--- config.mk ---
export PLATFORM = sky130hd
export DESIGN_NAME = lexicographic_combination_generator
export DESIGN_NICKNAME = d
export VERILOG_FILES = /design/src/rtl/core/lcg_pkg.sv /design/src/rtl/core/lexicographic_combination_generator.sv /design/src/rtl/core/lcg_ctrl.sv /design/src/rtl/core/lcg_dpath.sv
export VERILOG_INCLUDE_DIRS = /design/src /design/src/rtl/core
export SDC_FILE = /design/constraint.sdc
export NUM_CORES = 1
export LEC_CHECK = 0
export ABC_AREA = 1
export ABC_CLOCK_PERIOD_IN_PS = 9470
export BUFFER_PORTS_ARGS = -buffer_cell sky130_fd_sc_hd__buf_2
export CORE_MARGIN = 2
export CORE_UTILIZATION = 70
export CTS_BUF_LIST = sky130_fd_sc_hd__clkbuf_8
export CTS_CLUSTER_SIZE = 30
export DETAILED_ROUTE_END_ITERATION = 16
export GPL_TIMING_DRIVEN = 1
export PLACE_DENSITY = 0.88
export SYNTH_ARGS = -nofsm -noshare
export SYNTH_HDL_FRONTEND = slang
export SYNTH_SLANG_ARGS = --single-unit
--- constraint.sdc ---
create_clock -name clk_i -period 9.47 [get_ports clk_i]
set_input_delay 0.4735 -clock clk_i [delete_from_list [all_inputs] [get_ports clk_i]]
set_output_delay 0.4735 -clock clk_i [all_outputs]
set_load 0.005 [all_outputs]
--- src/rtl/core/assert_macros.svh ---
// Assertion macros, used by the top level to check its own logic.
`ifndef ASSERT_MACROS_SVH
`define ASSERT_MACROS_SVH

// Same-cycle implication, sampled on clk_i, off during reset.
`define ASSERT_IMPL(lbl, ante, cons) \
  lbl: assert property (@(posedge clk_i) disable iff (!rst_ni) (ante) |-> (cons)) \
    else $error("implication check failed");

// Next-cycle implication, sampled on clk_i, off during reset.
`define ASSERT_NEXT(lbl, ante, cons) \
  lbl: assert property (@(posedge clk_i) disable iff (!rst_ni) (ante) |=> (cons)) \
    else $error("next-cycle check failed");

`endif

--- src/rtl/core/lcg_pkg.sv ---
// Shared types and constants of the combination generator.
package lcg_pkg;

  localparam int SET_W    = 9;
  localparam int CHOOSE_W = 5;
  localparam int POS_W    = 4;
  localparam int VAL_W    = 9;
  localparam int CFG_IDX_W  = 1;
  localparam int CFG_DATA_W = 9;

  localparam int DEF_MAX_CHOOSE = 16;
  localparam int DEF_MAX_SET    = 256;

  localparam logic [CFG_IDX_W-1:0] CFG_SET_SIZE     = 1'd0;
  localparam logic [CFG_IDX_W-1:0] CFG_CHOOSE_COUNT = 1'd1;

  // element value reported for an empty combination
  localparam logic signed [VAL_W-1:0] VAL_NONE = -9'sd1;

  typedef enum logic [2:0] {
    ST_IDLE,
    ST_ZERO,
    ST_CHECK,
    ST_EMIT,
    ST_SCAN,
    ST_FILL
  } lcg_state_e;

  typedef enum logic [2:0] {
    CNT_HOLD,
    CNT_CLR,
    CNT_INC,
    CNT_DEC,
    CNT_LAST
  } cnt_op_e;

  typedef struct packed {
    cnt_op_e cnt_op;
    logic    rd_en;
    logic    wrap_capture;
    logic    adv;
    logic    out_load;
    logic    out_load_zero;
    logic    grow_capture;
    logic    fill;
    logic    clear_valid;
  } lcg_cmd_t;

  typedef struct packed {
    logic out_free;
    logic r_zero;
    logic cnt_last;
    logic cnt_zero;
    logic can_grow;
    logic wrap;
  } lcg_stat_t;

endpackage

--- src/rtl/core/lexicographic_combination_generator.sv ---
// Lexicographic r-of-n combination generator, top level. Each accepted request
// streams the current combination as r results in ascending position order,
// the last one marked, and with advance set then steps to the next combination
// in lexicographic order, wrapping to 0..r-1 after the final one (the wrap flag
// rides on every result of that request). With r zero one result of value -1
// comes out. Per request: the first element is fetched and the wrap flag
// settled, then one result per cycle while the output is not stalled; an
// advancing request then scans down for the rightmost element that can grow
// and refills the elements to its right. Configuration writes reload the
// start combination at once through per-entry valid bits; there is no
// clearing pass.
`include "assert_macros.svh"

module lexicographic_combination_generator import lcg_pkg::*; #(
  parameter int MAX_CHOOSE = DEF_MAX_CHOOSE,
  parameter int MAX_SET    = DEF_MAX_SET
) (
  input  logic                    clk_i,
  input  logic                    rst_ni,
  input  logic                    cfg_valid_i,
  output logic                    cfg_ready_o,
  input  logic [CFG_IDX_W-1:0]    cfg_index_i,
  input  logic [CFG_DATA_W-1:0]   cfg_data_i,
  input  logic                    in_valid_i,
  output logic                    in_stall_o,
  input  logic                    advance_i,
  output logic                    out_valid_o,
  input  logic                    out_stall_i,
  output logic [POS_W-1:0]        position_o,
  output logic signed [VAL_W-1:0] element_value_o,
  output logic                    last_element_o,
  output logic                    wrapped_o
);

  lcg_cmd_t  cmd;
  lcg_stat_t stat;

  assign cfg_ready_o = 1'b1;

  lcg_ctrl u_ctrl (
    .clk_i      (clk_i),
    .rst_ni     (rst_ni),
    .in_valid_i (in_valid_i),
    .advance_i  (advance_i),
    .in_stall_o (in_stall_o),
    .stat_i     (stat),
    .cmd_o      (cmd)
  );

  lcg_dpath #(
    .MAX_CHOOSE (MAX_CHOOSE),
    .MAX_SET    (MAX_SET)
  ) u_dpath (
    .clk_i           (clk_i),
    .rst_ni          (rst_ni),
    .cfg_write_i     (cfg_valid_i && cfg_ready_o),
    .cfg_index_i     (cfg_index_i),
    .cfg_data_i      (cfg_data_i),
    .cmd_i           (cmd),
    .stat_o          (stat),
    .out_stall_i     (out_stall_i),
    .out_valid_o     (out_valid_o),
    .position_o      (position_o),
    .element_value_o (element_value_o),
    .last_element_o  (last_element_o),
    .wrapped_o       (wrapped_o)
  );

  // a request keeps the block busy for at least the following cycle
  `ASSERT_NEXT(a_busy_after_req, in_valid_i && !in_stall_o, in_stall_o)
  // a result is only written into a free output register
  `ASSERT_IMPL(a_load_when_free, cmd.out_load || cmd.out_load_zero, stat.out_free)
  // the store is never written and read in the same cycle
  `ASSERT_IMPL(a_fill_no_read, cmd.fill, !cmd.rd_en && !cmd.out_load)

endmodule

--- src/rtl/core/lcg_ctrl.sv ---
// Sequencer for the combination generator: check, emit, scan and refill.
module lcg_ctrl import lcg_pkg::*; (
  input  logic      clk_i,
  input  logic      rst_ni,
  input  logic      in_valid_i,
  input  logic      advance_i,
  output logic      in_stall_o,
  input  lcg_stat_t stat_i,
  output lcg_cmd_t  cmd_o
);

  lcg_state_e state_q, state_d;
  logic       adv_q, adv_d;

  always_ff @(posedge clk_i or negedge rst_ni) begin
    if (!rst_ni) begin
      state_q <= ST_IDLE;
      adv_q   <= 1'b0;
    end else begin
      state_q <= state_d;
      adv_q   <= adv_d;
    end
  end

  always_comb begin
    state_d    = state_q;
    adv_d      = adv_q;
    in_stall_o = 1'b1;
    cmd_o      = '0;
    cmd_o.cnt_op = CNT_HOLD;
    cmd_o.adv    = adv_q;
    unique case (state_q)
      ST_IDLE: begin
        in_stall_o = 1'b0;
        if (in_valid_i) begin
          adv_d = advance_i;
          if (stat_i.r_zero) begin
            state_d = ST_ZERO;
          end else begin
            // fetch the first element to decide the wrap flag up front
            cmd_o.cnt_op = CNT_CLR;
            cmd_o.rd_en  = 1'b1;
            state_d      = ST_CHECK;
          end
        end
      end
      ST_ZERO: begin
        if (stat_i.out_free) begin
          cmd_o.out_load_zero = 1'b1;
          state_d = ST_IDLE;
        end
      end
      ST_CHECK: begin
        cmd_o.wrap_capture = 1'b1;
        state_d = ST_EMIT;
      end
      ST_EMIT: begin
        if (stat_i.out_free) begin
          cmd_o.out_load = 1'b1;
          if (!stat_i.cnt_last) begin
            cmd_o.cnt_op = CNT_INC;
            cmd_o.rd_en  = 1'b1;
          end else if (stat_i.wrap) begin
            cmd_o.clear_valid = 1'b1;
            state_d = ST_IDLE;
          end else if (adv_q) begin
            cmd_o.cnt_op = CNT_LAST;
            cmd_o.rd_en  = 1'b1;
            state_d      = ST_SCAN;
          end else begin
            state_d = ST_IDLE;
          end
        end
      end
      ST_SCAN: begin
        if (stat_i.can_grow) begin
          cmd_o.grow_capture = 1'b1;
          state_d = ST_FILL;
        end else if (stat_i.cnt_zero) begin
          cmd_o.clear_valid = 1'b1;
          state_d = ST_IDLE;
        end else begin
          cmd_o.cnt_op = CNT_DEC;
          cmd_o.rd_en  = 1'b1;
        end
      end
      ST_FILL: begin
        cmd_o.fill = 1'b1;
        if (stat_i.cnt_last) begin
          state_d = ST_IDLE;
        end else begin
          cmd_o.cnt_op = CNT_INC;
        end
      end
      default: begin
        state_d = ST_IDLE;
      end
    endcase
  end

endmodule

--- src/rtl/core/lcg_dpath.sv ---
// Datapath: config registers, element store, position counter, result register.
module lcg_dpath import lcg_pkg::*; #(
  parameter int MAX_CHOOSE = DEF_MAX_CHOOSE,
  parameter int MAX_SET    = DEF_MAX_SET
) (
  input  logic                         clk_i,
  input  logic                         rst_ni,
  input  logic                         cfg_write_i,
  input  logic [CFG_IDX_W-1:0]         cfg_index_i,
  input  logic [CFG_DATA_W-1:0]        cfg_data_i,
  input  lcg_cmd_t                     cmd_i,
  output lcg_stat_t                    stat_o,
  input  logic                         out_stall_i,
  output logic                         out_valid_o,
  output logic [POS_W-1:0]             position_o,
  output logic signed [VAL_W-1:0]      element_value_o,
  output logic                         last_element_o,
  output logic                         wrapped_o
);

  localparam int IDX_W  = (MAX_CHOOSE > 1) ? $clog2(MAX_CHOOSE) : 1;
  localparam int ELEM_W = (MAX_SET > 256) ? SET_W : $clog2(MAX_SET);
  localparam int NCAP_I = (MAX_SET > (2**SET_W) - 1) ? (2**SET_W) - 1 : MAX_SET;
  localparam int RCAP_I = (MAX_CHOOSE > (2**CHOOSE_W) - 1) ? (2**CHOOSE_W) - 1 : MAX_CHOOSE;
  localparam logic [SET_W-1:0]    N_CAP = SET_W'(NCAP_I);
  localparam logic [CHOOSE_W-1:0] R_CAP = CHOOSE_W'(RCAP_I);

  logic [SET_W-1:0]    set_size_q;
  logic [CHOOSE_W-1:0] choose_q;
  logic [SET_W-1:0]    n_eff;
  logic [CHOOSE_W-1:0] r_cap, r_eff;

  logic [ELEM_W-1:0]   mem_q [MAX_CHOOSE];
  logic [MAX_CHOOSE-1:0] valid_q;
  logic [ELEM_W-1:0]   rd_data_q;
  logic                rd_vld_q;
  logic [IDX_W-1:0]    rd_idx_q;
  logic [IDX_W-1:0]    rd_addr;
  logic [ELEM_W-1:0]   rd_val;
  logic [SET_W-1:0]    rd_val9;

  logic [CHOOSE_W-1:0] cnt_q, cnt_d;
  logic [SET_W-1:0]    v_q;
  logic                wrap_q;
  logic [SET_W-1:0]    top_first;
  logic [SET_W-1:0]    lim;

  always_ff @(posedge clk_i or negedge rst_ni) begin
    if (!rst_ni) begin
      set_size_q <= SET_W'(1);
      choose_q   <= '0;
    end else if (cfg_write_i) begin
      if (cfg_index_i == CFG_SET_SIZE) begin
        set_size_q <= cfg_data_i[SET_W-1:0];
      end else if (cfg_index_i == CFG_CHOOSE_COUNT) begin
        choose_q <= cfg_data_i[CHOOSE_W-1:0];
      end
    end
  end

  always_comb begin
    if (set_size_q == '0) begin
      n_eff = SET_W'(1);
    end else if (set_size_q > N_CAP) begin
      n_eff = N_CAP;
    end else begin
      n_eff = set_size_q;
    end
    r_cap = (choose_q > R_CAP) ? R_CAP : choose_q;
    r_eff = (SET_W'(r_cap) > n_eff) ? CHOOSE_W'(n_eff) : r_cap;
  end

  always_comb begin
    unique case (cmd_i.cnt_op)
      CNT_HOLD: cnt_d = cnt_q;
      CNT_CLR:  cnt_d = '0;
      CNT_INC:  cnt_d = cnt_q + CHOOSE_W'(1);
      CNT_DEC:  cnt_d = cnt_q - CHOOSE_W'(1);
      CNT_LAST: cnt_d = r_eff - CHOOSE_W'(1);
      default:  cnt_d = cnt_q;
    endcase
  end

  always_ff @(posedge clk_i or negedge rst_ni) begin
    if (!rst_ni) begin
      cnt_q <= '0;
    end else begin
      cnt_q <= cnt_d;
    end
  end

  assign rd_addr = IDX_W'(cnt_d);

  // an entry without its valid bit reads as its start value, its own index
  always_ff @(posedge clk_i or negedge rst_ni) begin
    if (!rst_ni) begin
      valid_q <= '0;
    end else if (cfg_write_i || cmd_i.clear_valid) begin
      valid_q <= '0;
    end else if (cmd_i.fill) begin
      valid_q[IDX_W'(cnt_q)] <= 1'b1;
    end
  end

  always_ff @(posedge clk_i) begin
    if (cmd_i.fill) begin
      mem_q[IDX_W'(cnt_q)] <= ELEM_W'(v_q);
    end
    if (cmd_i.rd_en) begin
      rd_data_q <= mem_q[rd_addr];
      rd_vld_q  <= valid_q[rd_addr];
      rd_idx_q  <= rd_addr;
    end
  end

  assign rd_val  = rd_vld_q ? rd_data_q : ELEM_W'(rd_idx_q);
  assign rd_val9 = SET_W'(rd_val);

  assign top_first = n_eff - SET_W'(r_eff);
  assign lim       = top_first + SET_W'(cnt_q);

  always_ff @(posedge clk_i or negedge rst_ni) begin
    if (!rst_ni) begin
      wrap_q <= 1'b0;
    end else if (cmd_i.wrap_capture) begin
      // the last combination is the one whose first element is n - r
      wrap_q <= cmd_i.adv && (rd_val9 == top_first);
    end
  end

  always_ff @(posedge clk_i) begin
    if (cmd_i.grow_capture) begin
      v_q <= rd_val9 + SET_W'(1);
    end else if (cmd_i.fill) begin
      v_q <= v_q + SET_W'(1);
    end
  end

  always_ff @(posedge clk_i or negedge rst_ni) begin
    if (!rst_ni) begin
      out_valid_o <= 1'b0;
    end else if (cmd_i.out_load || cmd_i.out_load_zero) begin
      out_valid_o <= 1'b1;
    end else if (!out_stall_i) begin
      out_valid_o <= 1'b0;
    end
  end

  always_ff @(posedge clk_i) begin
    if (cmd_i.out_load) begin
      position_o      <= POS_W'(cnt_q);
      element_value_o <= $signed(rd_val9);
      last_element_o  <= stat_o.cnt_last;
      wrapped_o       <= wrap_q;
    end else if (cmd_i.out_load_zero) begin
      position_o      <= '0;
      element_value_o <= VAL_NONE;
      last_element_o  <= 1'b1;
      wrapped_o       <= 1'b0;
    end
  end

  always_comb begin
    stat_o.out_free = !out_valid_o || !out_stall_i;
    stat_o.r_zero   = (r_eff == '0);
    stat_o.cnt_last = (cnt_q == r_eff - CHOOSE_W'(1));
    stat_o.cnt_zero = (cnt_q == '0);
    stat_o.can_grow = (rd_val9 < lim);
    stat_o.wrap     = wrap_q;
  end

endmodule
==> impl_metrics.py <==
metrics = {
    "worst_setup_path": {
        "rrSetupSlack_ps": 1830,
        "crit_path_start_kind": "register",
        "cp_common_cell": "nand2_1",
        "cp_max_fo": 39,
        "r2r_cells": 41,
        "end_kind": "register",
        "critical-path-max-stage-delay_ps": 920,
        "critPathRequiredTime_ps": 9910,
        "timing.rr.start": "u_dpath.set_size_q[0]",
        "cp-startpoint": "u_dpath.set_size_q[0]",
        "cp.arrival_ps": 8080,
        "critPathKind": "reg -> reg",
        "slowest_stage": "inv_1",
    },
    "power_and_ir_drop": {
        "power_density_nw_per_um2": 309,
        "ir_drop_mv": 0.200,
        "static-leakage-power_nw": 5.05,
    },
    "cts": {
        "cts_tree": "yes",
        "post_cts_resized": 0,
        "htreeDepth": 1,
        "clk_pin_slew_worst_paths_ps": 60,
        "clock_path_buffers": 3,
        "clk_latency_ps": 580,
        "cts-root-buf": "clkbuf_8",
        "clock_sinks": 205,
        "cts_hold_buf": 0,
        "cts_buffers": 31,
        "postCtsSetupRepairBufs": 0,
    },
    "global_routing": {
        "grt_max_degree": 74,
        "grt-ovfl-total": 0,
        "track_usage_pct": 31.7,
        "antenna_found_initial": 0,
        "grt_pass1_vias": 7606,
        "grt_pass1_wl_um": 39800,
    },
    "floorplan": {
        "die_w_um": 127,
        "dieArea_sq_um": 16100,
        "die_h_um": 127,
        "core-area_sq_um": 14600,
        "initial_core_util_pct": 72.1,
        "io_pins": 34,
        "rows": 44,
    },
    "sta": {
        "slew_violations": 0,
        "fin_skew_ps": 11.4,
        "max_freq_ghz": 0.131,
        "slew_headroom_pct": 20.6,
        "finalCritPeriodShare_pct": 80.6,
        "fin_setup_tns_ps": 0,
        "finalCriticalPeriod_ps": 7640,
        "hold_violations": 0,
        "setup_viol": 0,
        "tightest_slew_ps": 1190,
        "rsz0062_at_grt": "false",
    },
    "yosys": {
        "synthCells": 1119,
        "ys_ff_latch": 205,
        "synth_flop_cell": "edfxtp_1",
        "seq_area_frac_synth_pct": 56.3,
        "synth_edf_count": 163,
        "syn-mean-instance-area_sq_um": 9.44,
        "synth_area_sq_um": 10600,
        "syn_nets": 1167,
        "synth.distinct_cells": 54,
        "yosysWarnings": 0,
        "ys_async_sr_fraction_pct": 20.0,
    },
    "routing": {
        "vias": 8022,
        "wirelength_um": 25000,
        "wl_per_cell_um": 18.4,
        "routed_via_density": 5.91,
        "drc_errors": 0,
        "drtPass1Iterations": 5,
        "ant_nets": 0,
        "drt-initial-drc-count": 935,
    },
    "final_layout": {
        "mostFrequentLayoutCells": "nand2_1 (196), inv_1 (193), nand3_1 (190)",
        "area_growth_pct": 7.50,
        "diodes": 0,
        "fin_nets": 1197,
        "layout-drive-gt1-share_pct": 9.20,
        "final_common_cell": "nand2_1",
        "finish.utilization_pct": 77.5,
    },
    "placed_design": {
        "hpwlAfterDp_um": 16900,
        "gp_congestion": 0.991,
        "port_buffers": 32,
    },
    "flow_run": {
        "cap_violations": 0,
    },
    "hold_path": {
        "hp-class": "in -> async",
    },
    "status": {
        "status": "complete, no violations",
    },
}
==> worst max-delay path: cells and delay by family, from the launching register on <==
family                   cells  cell delay [ps]
adder cells (fa/ha/maj)      5             1780
XOR/XNOR                     1              160
AND/OR/NAND/NOR             23             2700
flip-flops                   1              550
AO/OA/AOI/OAI                7              940
buffers and inverters        5             1350
==> logic make-up after synthesis <==
logic type      synth area share [%]
compound gates                  4.24
xor+xnor                        1.98
fa+ha+maj                       4.01
buf+inv                         8.61
flops                           56.3
mux                            0.107
other cells                   0.0355
simple gates                    24.7
==> per-layer routing <==
metal	global-route usage [%]	part of all wire, %
met2	48.8	45
met3	7.76	12
met5	0	0
met4	9.18	2.4
met1	45.8	41
==> per-stage QoR <==
stage               setup slack [ps]  total power [mW]  area [sq um]  hold WS [ps]  instances
floorplan                       3420              2.38         10600           178       1119
global placement                2180              2.76         10800           463       1300
detailed placement              1970              2.80         10800           474       1300
CTS                             1930              3.47         11400          84.9       1358
global route                    1210              3.72         11400           119       1358
finish                          1830              3.50         11400          56.2       1358
==> power by group <==
group          switching, mW  internal, mW
registers             0.0948          1.13
clock network          0.336         0.334
logic                   1.12         0.488
==> area by class of cell <==
type                    instances  area [sq um]
clock buffers                  31           427
well taps                     184           230
clock inverters                27           140
inverters                     192           722
repair buffers                 35           183
fillers                       984          3290
multi-input cells             684          3710
flip-flops and latches        205          5940
==> registers in the layout, indices dropped and copies added (netlist names), 5 cells and up <==
name and count:
u_dpath.rd_data_q 8, u_dpath.cnt_q 5, u_dpath.valid_q 16, u_dpath.v_q 8
u_dpath.set_size_q 9, u_dpath.choose_q 5, u_dpath.mem_q 128, u_dpath.element_value_o 9
==> synthesized netlist by cell type (4+ instances only) <==
cell type  number  share of area, %
xnor2_1         8              0.66
clkbuf_1       11              0.39
xor2_1         14               1.2
nor3_1          7              0.33
nand4_1         5              0.30
inv_2           5              0.18
o21ai_0        32               1.5
nor2_1         93               3.3
nand3b_1       40               2.8
dfrtp_1        40               9.5
buf_2          24               1.1
or2_2           9              0.53
ha_1           29               3.4
edfxtp_1      163                46
a21oi_1        18              0.85
nand2_1       196               7.0
inv_1         182               6.5
clkinv_1        4              0.14
nand3_1       190               9.0
==> final timing paths <==
kind	to
worst min-delay path	u_dpath.choose_q[2]
min in group clk_i	u_ctrl.adv_q
worst max-delay path	u_dpath.rd_data_q[5]
worst min register to register	u_dpath.set_size_q[2]
worst max register to register	u_dpath.rd_data_q[5]
max in group asynchronous	u_dpath.valid_q[6]
Note: power is estimated with default switching activity, not from simulation.
